**config.mk**
```make
export PLATFORM = sky130hd
export DESIGN_NAME = time_of_day_arithmetic_core
export DESIGN_NICKNAME = d
export VERILOG_FILES = /design/src/rtl/tod_pkg.sv /design/src/rtl/tod_front.sv /design/src/rtl/tod_split.sv /design/src/rtl/time_of_day_arithmetic_core.sv
export SDC_FILE = /design/constraint.sdc
export NUM_CORES = 2
export LEC_CHECK = 0
export BUFFER_PORTS_ARGS = -buffer_cell sky130_fd_sc_hd__buf_4
export CAP_MARGIN = 10
export CELL_PAD_IN_SITES_DETAIL_PLACEMENT = 2
export CELL_PAD_IN_SITES_GLOBAL_PLACEMENT = 2
export CORE_ASPECT_RATIO = 1.4
export CORE_MARGIN = 3
export CORE_UTILIZATION = 44
export CTS_BUF_LIST = sky130_fd_sc_hd__clkbuf_16
export CTS_CLUSTER_SIZE = 8
export DETAILED_ROUTE_END_ITERATION = 12
export GPL_TIMING_DRIVEN = 1
export PLACE_DENSITY_LB_ADDON = 0.1
export SLEW_MARGIN = 5
export SYNTH_ARGS = -nofsm -noshare
export SYNTH_HDL_FRONTEND = slang
export SYNTH_SLANG_ARGS = --single-unit
```
**constraint.sdc**
```tcl
create_clock -name clock -period 8.75 [get_ports clock]
set_input_delay 1.75 -clock clock [delete_from_list [all_inputs] [get_ports clock]]
set_output_delay 1.75 -clock clock [all_outputs]
set_load 0.02 [all_outputs]
```
**src/rtl/tod_pkg.sv**
```systemverilog
// Shared types and constants for the time-of-day arithmetic core.
package tod_pkg;

   typedef enum logic [1:0] {
      MODE_ADD_SEC  = 2'd0,
      MODE_FROM_MS  = 2'd1,
      MODE_DIFF_MS  = 2'd2,
      MODE_DIFF_SEC = 2'd3
   } mode_type;

   // Millisecond weights, all at most one day and so 27 bits wide.
   localparam logic [26:0] MS_PER_HOUR = 27'd3600000;
   localparam logic [26:0] MS_PER_MIN  = 27'd60000;
   localparam logic [26:0] MS_PER_SEC  = 27'd1000;
   localparam logic [26:0] MS_PER_DAY  = 27'd86400000;

   localparam logic signed [25:0] MS_PER_SEC_S   = 26'sd1000;
   localparam logic signed [17:0] SEC_PER_HOUR_S = 18'sd3600;
   localparam logic signed [17:0] SEC_PER_MIN_S  = 18'sd60;

   // Reciprocals m = ceil(2^S / d) with S = N + ceil(log2 d), which give an exact
   // floor(n / d) as (n * m) >> S for every n below 2^N.
   localparam int DAY_SHIFT  = 59;  // N = 32, d = one day
   localparam int HOUR_SHIFT = 49;  // N = 27, d = one hour
   localparam int MIN_SHIFT  = 38;  // N = 22, d = one minute
   localparam int SEC_SHIFT  = 26;  // N = 16, d = one second

   localparam logic [33:0] DAY_RECIP =
      34'(((64'd1 << DAY_SHIFT) + 64'd86399999) / 64'd86400000);
   localparam logic [28:0] HOUR_RECIP =
      29'(((64'd1 << HOUR_SHIFT) + 64'd3599999) / 64'd3600000);
   localparam logic [23:0] MIN_RECIP =
      24'(((64'd1 << MIN_SHIFT) + 64'd59999) / 64'd60000);
   localparam logic [17:0] SEC_RECIP =
      18'(((64'd1 << SEC_SHIFT) + 64'd999) / 64'd1000);

   typedef struct packed {
      mode_type          mode;
      logic [4:0]        a_hours;
      logic [5:0]        a_minutes;
      logic [5:0]        a_secs;
      logic [9:0]        a_millis;
      logic [4:0]        b_hours;
      logic [5:0]        b_minutes;
      logic [5:0]        b_secs;
      logic [9:0]        b_millis;
      logic signed [15:0] delta_seconds;
      logic [31:0]       ms_count;
   } req_type;

   // Per-beat results that ride alongside the time split.
   typedef struct packed {
      mode_type           mode;
      logic [26:0]        a_ms;
      logic signed [27:0] diff;
      logic               a_less_than_b;
      logic               a_equals_b;
      logic               a_is_zero;
   } side_type;

endpackage

```
**src/rtl/tod_front.sv**
```systemverilog
// Front pipeline: weighted sums, differences, flags and day reduction.
module tod_front import tod_pkg::*; (
   input  logic        clock,
   input  logic        reset,
   input  logic        in_valid,
   input  req_type     in_req,
   output logic        out_valid,
   output logic [26:0] out_value,
   output side_type    out_side
);

   function automatic logic [26:0] weighted_ms(input logic [4:0] h, input logic [5:0] m,
                                               input logic [5:0] s, input logic [9:0] ms);
      weighted_ms = 27'(h) * MS_PER_HOUR + 27'(m) * MS_PER_MIN + 27'(s) * MS_PER_SEC
                  + 27'(ms);
   endfunction

   // Stage 1
   logic [26:0]        a_ms_in, b_ms_in, b_ms1_ff;
   logic signed [25:0] delta_ms_in, delta_ms1_ff;
   logic [65:0]        cnt_prod;
   logic [5:0]         cnt_q_in, cnt_q1_ff;
   logic [31:0]        count1_ff;
   logic signed [17:0] dh, dm, ds, diff_sec_in;
   logic               lt_in;
   side_type           side1_in, side1_ff;
   logic               valid1_ff;

   // Stage 2
   logic [26:0]        a_mod_in, a_mod2_ff;
   logic [31:0]        cnt_qd_in, cnt_qd2_ff, count2_ff;
   logic signed [25:0] delta_ms2_ff;
   side_type           side2_in, side2_ff;
   logic               valid2_ff;

   // Stage 3
   logic signed [28:0] t_in, t3_ff;
   logic [31:0]        rem_full;
   logic [26:0]        rem_in, rem3_ff;
   side_type           side3_ff;
   logic               valid3_ff;

   // Stage 4
   logic [26:0]        v_in, v4_ff;
   side_type           side4_ff;
   logic               valid4_ff;

   always_comb begin
      a_ms_in     = weighted_ms(in_req.a_hours, in_req.a_minutes, in_req.a_secs,
                                in_req.a_millis);
      b_ms_in     = weighted_ms(in_req.b_hours, in_req.b_minutes, in_req.b_secs,
                                in_req.b_millis);
      delta_ms_in = 26'(in_req.delta_seconds) * MS_PER_SEC_S;
      cnt_prod    = 66'(in_req.ms_count) * 66'(DAY_RECIP);
      cnt_q_in    = cnt_prod[DAY_SHIFT+5:DAY_SHIFT];
      dh          = $signed(18'(in_req.a_hours))   - $signed(18'(in_req.b_hours));
      dm          = $signed(18'(in_req.a_minutes)) - $signed(18'(in_req.b_minutes));
      ds          = $signed(18'(in_req.a_secs))    - $signed(18'(in_req.b_secs));
      diff_sec_in = dh * SEC_PER_HOUR_S + dm * SEC_PER_MIN_S + ds;

      // Earlier-than is decided by the most significant field that differs.
      if (in_req.a_hours != in_req.b_hours) begin
         lt_in = in_req.a_hours < in_req.b_hours;
      end else if (in_req.a_minutes != in_req.b_minutes) begin
         lt_in = in_req.a_minutes < in_req.b_minutes;
      end else if (in_req.a_secs != in_req.b_secs) begin
         lt_in = in_req.a_secs < in_req.b_secs;
      end else begin
         lt_in = in_req.a_millis < in_req.b_millis;
      end

      side1_in.mode          = in_req.mode;
      side1_in.a_ms          = a_ms_in;
      side1_in.diff          = 28'(diff_sec_in);
      side1_in.a_less_than_b = lt_in;
      side1_in.a_equals_b    = (in_req.a_hours == in_req.b_hours) &&
                               (in_req.a_minutes == in_req.b_minutes) &&
                               (in_req.a_secs == in_req.b_secs) &&
                               (in_req.a_millis == in_req.b_millis);
      side1_in.a_is_zero     = (in_req.a_hours == 5'd0) && (in_req.a_minutes == 6'd0) &&
                               (in_req.a_secs == 6'd0) && (in_req.a_millis == 10'd0);
   end

   always_comb begin
      a_mod_in  = (side1_ff.a_ms >= MS_PER_DAY) ? side1_ff.a_ms - MS_PER_DAY : side1_ff.a_ms;
      cnt_qd_in = 32'(cnt_q1_ff) * 32'(MS_PER_DAY);
      side2_in  = side1_ff;
      case (side1_ff.mode)
         MODE_DIFF_MS:  side2_in.diff = $signed(28'(side1_ff.a_ms)) - $signed(28'(b_ms1_ff));
         MODE_DIFF_SEC: side2_in.diff = side1_ff.diff;
         default:       side2_in.diff = '0;
      endcase
   end

   always_comb begin
      t_in     = $signed(29'(a_mod2_ff)) + 29'(delta_ms2_ff);
      rem_full = count2_ff - cnt_qd2_ff;
      rem_in   = rem_full[26:0];
   end

   // A signed sum within one day either way of the range is folded back once.
   always_comb begin
      if (side3_ff.mode == MODE_ADD_SEC) begin
         if (t3_ff < 29'sd0) begin
            v_in = 27'(t3_ff + $signed(29'(MS_PER_DAY)));
         end else if (t3_ff >= $signed(29'(MS_PER_DAY))) begin
            v_in = 27'(t3_ff - $signed(29'(MS_PER_DAY)));
         end else begin
            v_in = 27'(t3_ff);
         end
      end else begin
         v_in = rem3_ff;
      end
   end

   always_ff @(posedge clock) begin
      if (reset) begin
         valid1_ff <= 1'b0;
         valid2_ff <= 1'b0;
         valid3_ff <= 1'b0;
         valid4_ff <= 1'b0;
      end else begin
         valid1_ff <= in_valid;
         valid2_ff <= valid1_ff;
         valid3_ff <= valid2_ff;
         valid4_ff <= valid3_ff;
      end
   end

   always_ff @(posedge clock) begin
      b_ms1_ff     <= b_ms_in;
      delta_ms1_ff <= delta_ms_in;
      cnt_q1_ff    <= cnt_q_in;
      count1_ff    <= in_req.ms_count;
      side1_ff     <= side1_in;

      a_mod2_ff    <= a_mod_in;
      cnt_qd2_ff   <= cnt_qd_in;
      count2_ff    <= count1_ff;
      delta_ms2_ff <= delta_ms1_ff;
      side2_ff     <= side2_in;

      t3_ff        <= t_in;
      rem3_ff      <= rem_in;
      side3_ff     <= side2_ff;

      v4_ff        <= v_in;
      side4_ff     <= side3_ff;
   end

   assign out_valid = valid4_ff;
   assign out_value = v4_ff;
   assign out_side  = side4_ff;

endmodule

```
**src/rtl/tod_split.sv**
```systemverilog
// Split pipeline: milliseconds of day into hours, minutes, seconds and milliseconds.
module tod_split import tod_pkg::*; (
   input  logic        clock,
   input  logic        reset,
   input  logic        in_valid,
   input  logic [26:0] in_value,
   input  side_type    in_side,
   output logic        out_valid,
   output logic [4:0]  out_hours,
   output logic [5:0]  out_minutes,
   output logic [5:0]  out_secs,
   output logic [9:0]  out_millis,
   output side_type    out_side
);

   logic [5:0] valid_ff;
   side_type   side_ff [6];

   logic [55:0] h_prod;
   logic [4:0]  h_in, h1_ff, h2_ff, h3_ff, h4_ff, h5_ff;
   logic [26:0] v1_ff, hrem_full;
   logic [21:0] hrem_in, hrem2_ff, hrem3_ff;
   logic [45:0] m_prod;
   logic [5:0]  m_in, m3_ff, m4_ff, m5_ff;
   logic [21:0] mrem_full;
   logic [15:0] mrem_in, mrem4_ff, mrem5_ff;
   logic [33:0] s_prod;
   logic [5:0]  s_in, s5_ff;
   logic [15:0] srem_full;
   logic [9:0]  ms_in;
   logic        zero_time;

   logic [4:0]  hours_ff;
   logic [5:0]  minutes_ff, secs_ff;
   logic [9:0]  millis_ff;

   always_comb begin
      h_prod    = 56'(in_value) * 56'(HOUR_RECIP);
      h_in      = h_prod[HOUR_SHIFT+4:HOUR_SHIFT];
      hrem_full = v1_ff - 27'(h1_ff) * MS_PER_HOUR;
      hrem_in   = hrem_full[21:0];
      m_prod    = 46'(hrem2_ff) * 46'(MIN_RECIP);
      m_in      = m_prod[MIN_SHIFT+5:MIN_SHIFT];
      mrem_full = hrem3_ff - 22'(m3_ff) * 22'(MS_PER_MIN);
      mrem_in   = mrem_full[15:0];
      s_prod    = 34'(mrem4_ff) * 34'(SEC_RECIP);
      s_in      = s_prod[SEC_SHIFT+5:SEC_SHIFT];
      srem_full = mrem5_ff - 16'(s5_ff) * 16'(MS_PER_SEC);
      ms_in     = srem_full[9:0];
      // The difference modes report no time of day.
      zero_time = side_ff[4].mode inside {MODE_DIFF_MS, MODE_DIFF_SEC};
   end

   always_ff @(posedge clock) begin
      if (reset) begin
         valid_ff <= '0;
      end else begin
         valid_ff <= {valid_ff[4:0], in_valid};
      end
   end

   always_ff @(posedge clock) begin
      side_ff[0] <= in_side;
      for (int i = 1; i < 6; i++) begin
         side_ff[i] <= side_ff[i-1];
      end

      h1_ff    <= h_in;
      v1_ff    <= in_value;

      h2_ff    <= h1_ff;
      hrem2_ff <= hrem_in;

      h3_ff    <= h2_ff;
      hrem3_ff <= hrem2_ff;
      m3_ff    <= m_in;

      h4_ff    <= h3_ff;
      m4_ff    <= m3_ff;
      mrem4_ff <= mrem_in;

      h5_ff    <= h4_ff;
      m5_ff    <= m4_ff;
      mrem5_ff <= mrem4_ff;
      s5_ff    <= s_in;

      hours_ff   <= zero_time ? 5'd0  : h5_ff;
      minutes_ff <= zero_time ? 6'd0  : m5_ff;
      secs_ff    <= zero_time ? 6'd0  : s5_ff;
      millis_ff  <= zero_time ? 10'd0 : ms_in;
   end

   assign out_valid   = valid_ff[5];
   assign out_hours   = hours_ff;
   assign out_minutes = minutes_ff;
   assign out_secs    = secs_ff;
   assign out_millis  = millis_ff;
   assign out_side    = side_ff[5];

endmodule

```
**src/rtl/time_of_day_arithmetic_core.sv**
```systemverilog
// Time-of-day arithmetic core: input register, front and split pipelines.
//
// A request beat is taken at a rising edge where start is high and busy is low.
// The mode selects adding signed seconds to time A (wrapping within the day),
// splitting a millisecond count taken modulo one day into H:M:S.ms, or A minus
// B in milliseconds or whole seconds. Every response also carries A as
// milliseconds of day and the flags A earlier than B, A equal to B, A is zero.
// The response beat shows on the rsp_ ports for one cycle with rsp_valid high,
// having passed one input register loaded at the accepting edge, four front
// stages and six split stages, one register after every constant multiply.
// One beat can be taken in every cycle while busy is low, and responses leave in request order.
// Busy is high only while reset is held and on the cycle after it; reset
// empties the pipeline so no response is emitted for beats in flight.
// The receiver cannot stall, so the pipeline never holds a beat back.
module time_of_day_arithmetic_core import tod_pkg::*; (
   input  logic               clock,
   input  logic               reset,
   input  logic               start,
   output logic               busy,
   input  logic [1:0]         req_mode,
   input  logic [4:0]         req_a_hours,
   input  logic [5:0]         req_a_minutes,
   input  logic [5:0]         req_a_secs,
   input  logic [9:0]         req_a_millis,
   input  logic [4:0]         req_b_hours,
   input  logic [5:0]         req_b_minutes,
   input  logic [5:0]         req_b_secs,
   input  logic [9:0]         req_b_millis,
   input  logic signed [15:0] req_delta_seconds,
   input  logic [31:0]        req_ms_count,
   output logic               rsp_valid,
   output logic [4:0]         rsp_out_hours,
   output logic [5:0]         rsp_out_minutes,
   output logic [5:0]         rsp_out_secs,
   output logic [9:0]         rsp_out_millis,
   output logic signed [27:0] rsp_difference,
   output logic [26:0]        rsp_a_ms_of_day,
   output logic               rsp_a_less_than_b,
   output logic               rsp_a_equals_b,
   output logic               rsp_a_is_zero
);

   logic        busy_ff;
   logic        req_valid_ff;
   req_type     req_in, req_ff;
   logic        front_valid;
   logic [26:0] front_value;
   side_type    front_side, split_side;

   always_comb begin
      req_in.mode          = mode_type'(req_mode);
      req_in.a_hours       = req_a_hours;
      req_in.a_minutes     = req_a_minutes;
      req_in.a_secs        = req_a_secs;
      req_in.a_millis      = req_a_millis;
      req_in.b_hours       = req_b_hours;
      req_in.b_minutes     = req_b_minutes;
      req_in.b_secs        = req_b_secs;
      req_in.b_millis      = req_b_millis;
      req_in.delta_seconds = req_delta_seconds;
      req_in.ms_count      = req_ms_count;
   end

   always_ff @(posedge clock) begin
      if (reset) begin
         busy_ff      <= 1'b1;
         req_valid_ff <= 1'b0;
      end else begin
         busy_ff      <= 1'b0;
         req_valid_ff <= start && !busy_ff;
      end
   end

   always_ff @(posedge clock) begin
      if (start && !busy_ff) begin
         req_ff <= req_in;
      end
   end

   tod_front u_front (
      .clock     (clock),
      .reset     (reset),
      .in_valid  (req_valid_ff),
      .in_req    (req_ff),
      .out_valid (front_valid),
      .out_value (front_value),
      .out_side  (front_side)
   );

   tod_split u_split (
      .clock       (clock),
      .reset       (reset),
      .in_valid    (front_valid),
      .in_value    (front_value),
      .in_side     (front_side),
      .out_valid   (rsp_valid),
      .out_hours   (rsp_out_hours),
      .out_minutes (rsp_out_minutes),
      .out_secs    (rsp_out_secs),
      .out_millis  (rsp_out_millis),
      .out_side    (split_side)
   );

   assign busy              = busy_ff;
   assign rsp_difference    = split_side.diff;
   assign rsp_a_ms_of_day   = split_side.a_ms;
   assign rsp_a_less_than_b = split_side.a_less_than_b;
   assign rsp_a_equals_b    = split_side.a_equals_b;
   assign rsp_a_is_zero     = split_side.a_is_zero;

endmodule

```
==> metrics.yaml <==
clock_tree:
  cts_tree: "built"
  clk_path_buf_depth: 4
  holdBufCountCts: 0
  cts.clk_slew.worst_paths_ns: 0.05
  cts.sinks: 1107
  htree_levels: 4
  cts_setup_buffers: 0
  worstSkewPairLatency_ns: 0.85
  cts-root-buf: "clkbuf_16"
  cts_buffers: 168
  ctsResizeCount: 0
timing:
  finalHoldViolations: 0
  worst_pin_slew_ns: 1.20
  slew_violations: 0
  slew-limit-headroom_pct: 18.8
  finClkSkew_ns: 0.136
  final.setup.tns_ns: 0
  min_period_ns: 7.96
  fin_hold_ws_ns: 0.254
  rsz0062_at_grt: "no"
  setup_viol: 0
  timing.final.crit_share_pct: 91.0
  max_freq_mhz: 126
setup_path:
  arrival_ns: 8.54
  worstSetupEndpointType: "flip-flop"
  required_ns: 9.33
  crit_type: "reg2reg"
  worstSetupStartpointType: "flip-flop"
  crit_fanout: 8
detailed_routing:
  drc: 0
  wl_per_cell_um: 26.5
  wl_mm: 296
  initialDrtViolationCount: 1871
  dr.pass1.iters: 5
  vias_per_cell: 5.23
  antenna_left: 0
  routed-via-count: 58528
finish:
  register_area_mm2: 0.0232
  synthToLayoutAreaGrowth_pct: 10.7
  drive_gt1_share_pct: 5.36
  fillCellCount: 19839
  layout_commonest_cell: "inv_1"
  final_nets: 11373
  instances_no_fill: 11181
  final_cell_mix: "inv_1 (2090), ha_1 (1653), fa_1 (1114)"
  multi_input_area_mm2: 0.0566
synthesis:
  synth_nets: 11004
  syn-cell-area_mm2: 0.0876
  yosys.area_share.simple_pct: 4.99
  synthFlopType: "dfxtp_1"
  synth_fa_ha_area_share_pct: 49.0
  synthXorXnorAreaFrac_pct: 3.62
  synth_cells: 8130
  synth_top_family_by_area: "adder cells"
  synth_seq_cells: 1107
  yosys_warnings: 0
  ys_async_sr_fraction_pct: 0
  avgSynthCellArea_um2: 10.8
  synth_compound_area_share_pct: 6.79
  synth_mux_area_share_pct: 0.107
  ys_types: 91
  synth_edf_count: 104
  yosysSeqAreaShare_pct: 26.5
run:
  max_cap_viol_count: 0
floorplanning:
  dieArea_mm2: 0.205
  ios: 194
  die_h_um: 534
  row_count: 193
  die_width_um: 383
  start_util_pct: 44.3
  coreArea_mm2: 0.198
placed_design:
  hpwl_mm: 237
  port_buffers: 193
  gp_congestion: 0.915
  place_inst: 10961
global_route:
  met1_usage_pct: 30.3
  antenna_found_initial: 24
  grt_first_pass_wirelength_mm: 450
  busiest_layer: "met2"
  met2_usage_pct: 57.0
  grt_start_max_net_pins: 54
  grt-ovfl-total: 0
  grt_usage_pct: 29.4
  use_met3_pct: 3.51
  grt_pass1_vias: 71734
status:
  status: "finished, final reports clean"
worst_hold_path:
  min_path_type: "reg2reg"
-- area by class of cell --
cell class	count	area share [%]
well taps	2632	3.39
clock buffers	170	4.38
clock inverters	42	0.219
multi-input cells	4928	58.3
repair buffers	228	1.76
inverters	2066	7.99
flip-flops and latches	1107	23.9
diodes	8	0.0206
-- routing by layer --
metal,up-vias,share of wire (%)
met4,6,6.4
li1,26500,-
met3,694,2.8
met1,30196,35
met5,-,0.012
met2,1132,55
-- state kept, by name, indices dropped and copies added, names as in the netlist, 16 cells and up --
signal and cells:
u_front.rem3_ff 27, req_ff 104, u_front.delta_ms1_ff 23, u_front.side2_ff 50, u_front.a_mod2_ff 27, u_split.hrem2_ff 22, u_front.b_ms1_ff 27, u_front.cnt_qd2_ff 17
u_front.t3_ff 29, u_split.side_ff 353, u_split.hrem3_ff 16, u_front.side3_ff 57, u_front.side1_ff 50, u_front.delta_ms2_ff 23, u_front.count1_ff 27, u_split.mrem4_ff 16
u_front.count2_ff 27, u_front.out_side 59, u_front.out_value 27, u_split.v1_ff 22
-- final timing paths --
path / start / end / slack [ns] / cells past startpoint
worst min register to register: u_split.side_ff[3][36] / u_split.side_ff[4][36] / 0.25 / 0
worst max-delay path: req_ff[97] / u_front.side1_ff[19] / 0.79 / 24
worst min-delay path: u_split.side_ff[3][36] / u_split.side_ff[4][36] / 0.25 / 0
worst max register to register: req_ff[97] / u_front.side1_ff[19] / 0.79 / 24
-- critical path, stage by stage, from the launching register on --
cell and delay [ns]:
edfxtp_1 0.61, inv_1 0.41, ha_1 0.22, inv_1 0.06, fa_1 0.40, a21o_1 0.17
a21oi_1 0.23, xnor2_1 0.29, inv_1 0.19, fa_1 0.54, fa_1 0.56, inv_1 0.06
fa_1 0.47, ha_1 0.31, ha_1 0.35, a31o_2 0.28, a21o_1 0.18, a21oi_1 0.24
xor2_1 0.14, fa_1 0.52, inv_1 0.06, ha_1 0.42, nor4b_1 0.21, a2111oi_0 0.54
o311ai_0 0.32
-- cell families after synthesis --
logic type / after synthesis
buffers and inverters: 2095
xor gates and xnor gates: 361
adders and majority gates: 2767
and+or+nand+nor: 877
AOI/OAI and AO/OA: 914
muxes: 9
DFF: 1107
-- per-stage QoR --
| stage | area (um^2) | util, % | setup WS (ns) |
|---|---|---|---|
| 3_3_place_gp | 92500 | 46.8 | 1.47 |
| 4_1_cts | 97000 | 49.1 | 0.644 |
| 6_report | 97000 | 49.1 | 0.787 |
| 2_1_floorplan | 87600 | - | 1.88 |
| 3_5_place_dp | 92500 | 46.8 | 1.21 |
| 5_1_grt | 97000 | 49.1 | 0.205 |
-- synthesized netlist by cell type, types with 39 or more instances --
cell type / count / area share [%]
a21o_1: 147 / 1.3
a21oi_1: 259 / 1.5
and3_1: 39 / 0.28
dfxtp_1: 1003 / 23
edfxtp_1: 104 / 3.6
fa_1: 1114 / 25
ha_1: 1653 / 24
inv_1: 2064 / 8.8
nand2_1: 215 / 0.92
nand2b_1: 40 / 0.29
nand3_1: 89 / 0.51
nor2_1: 193 / 0.83
nor2b_1: 79 / 0.56
nor3_1: 71 / 0.41
o21a_1: 41 / 0.35
o21ai_0: 146 / 0.83
o21ai_1: 41 / 0.23
xnor2_1: 242 / 2.4
xor2_1: 118 / 1.2
Power is not shown: default switching activity piles up to over one toggle a cycle in this logic, so the estimate is an artifact.
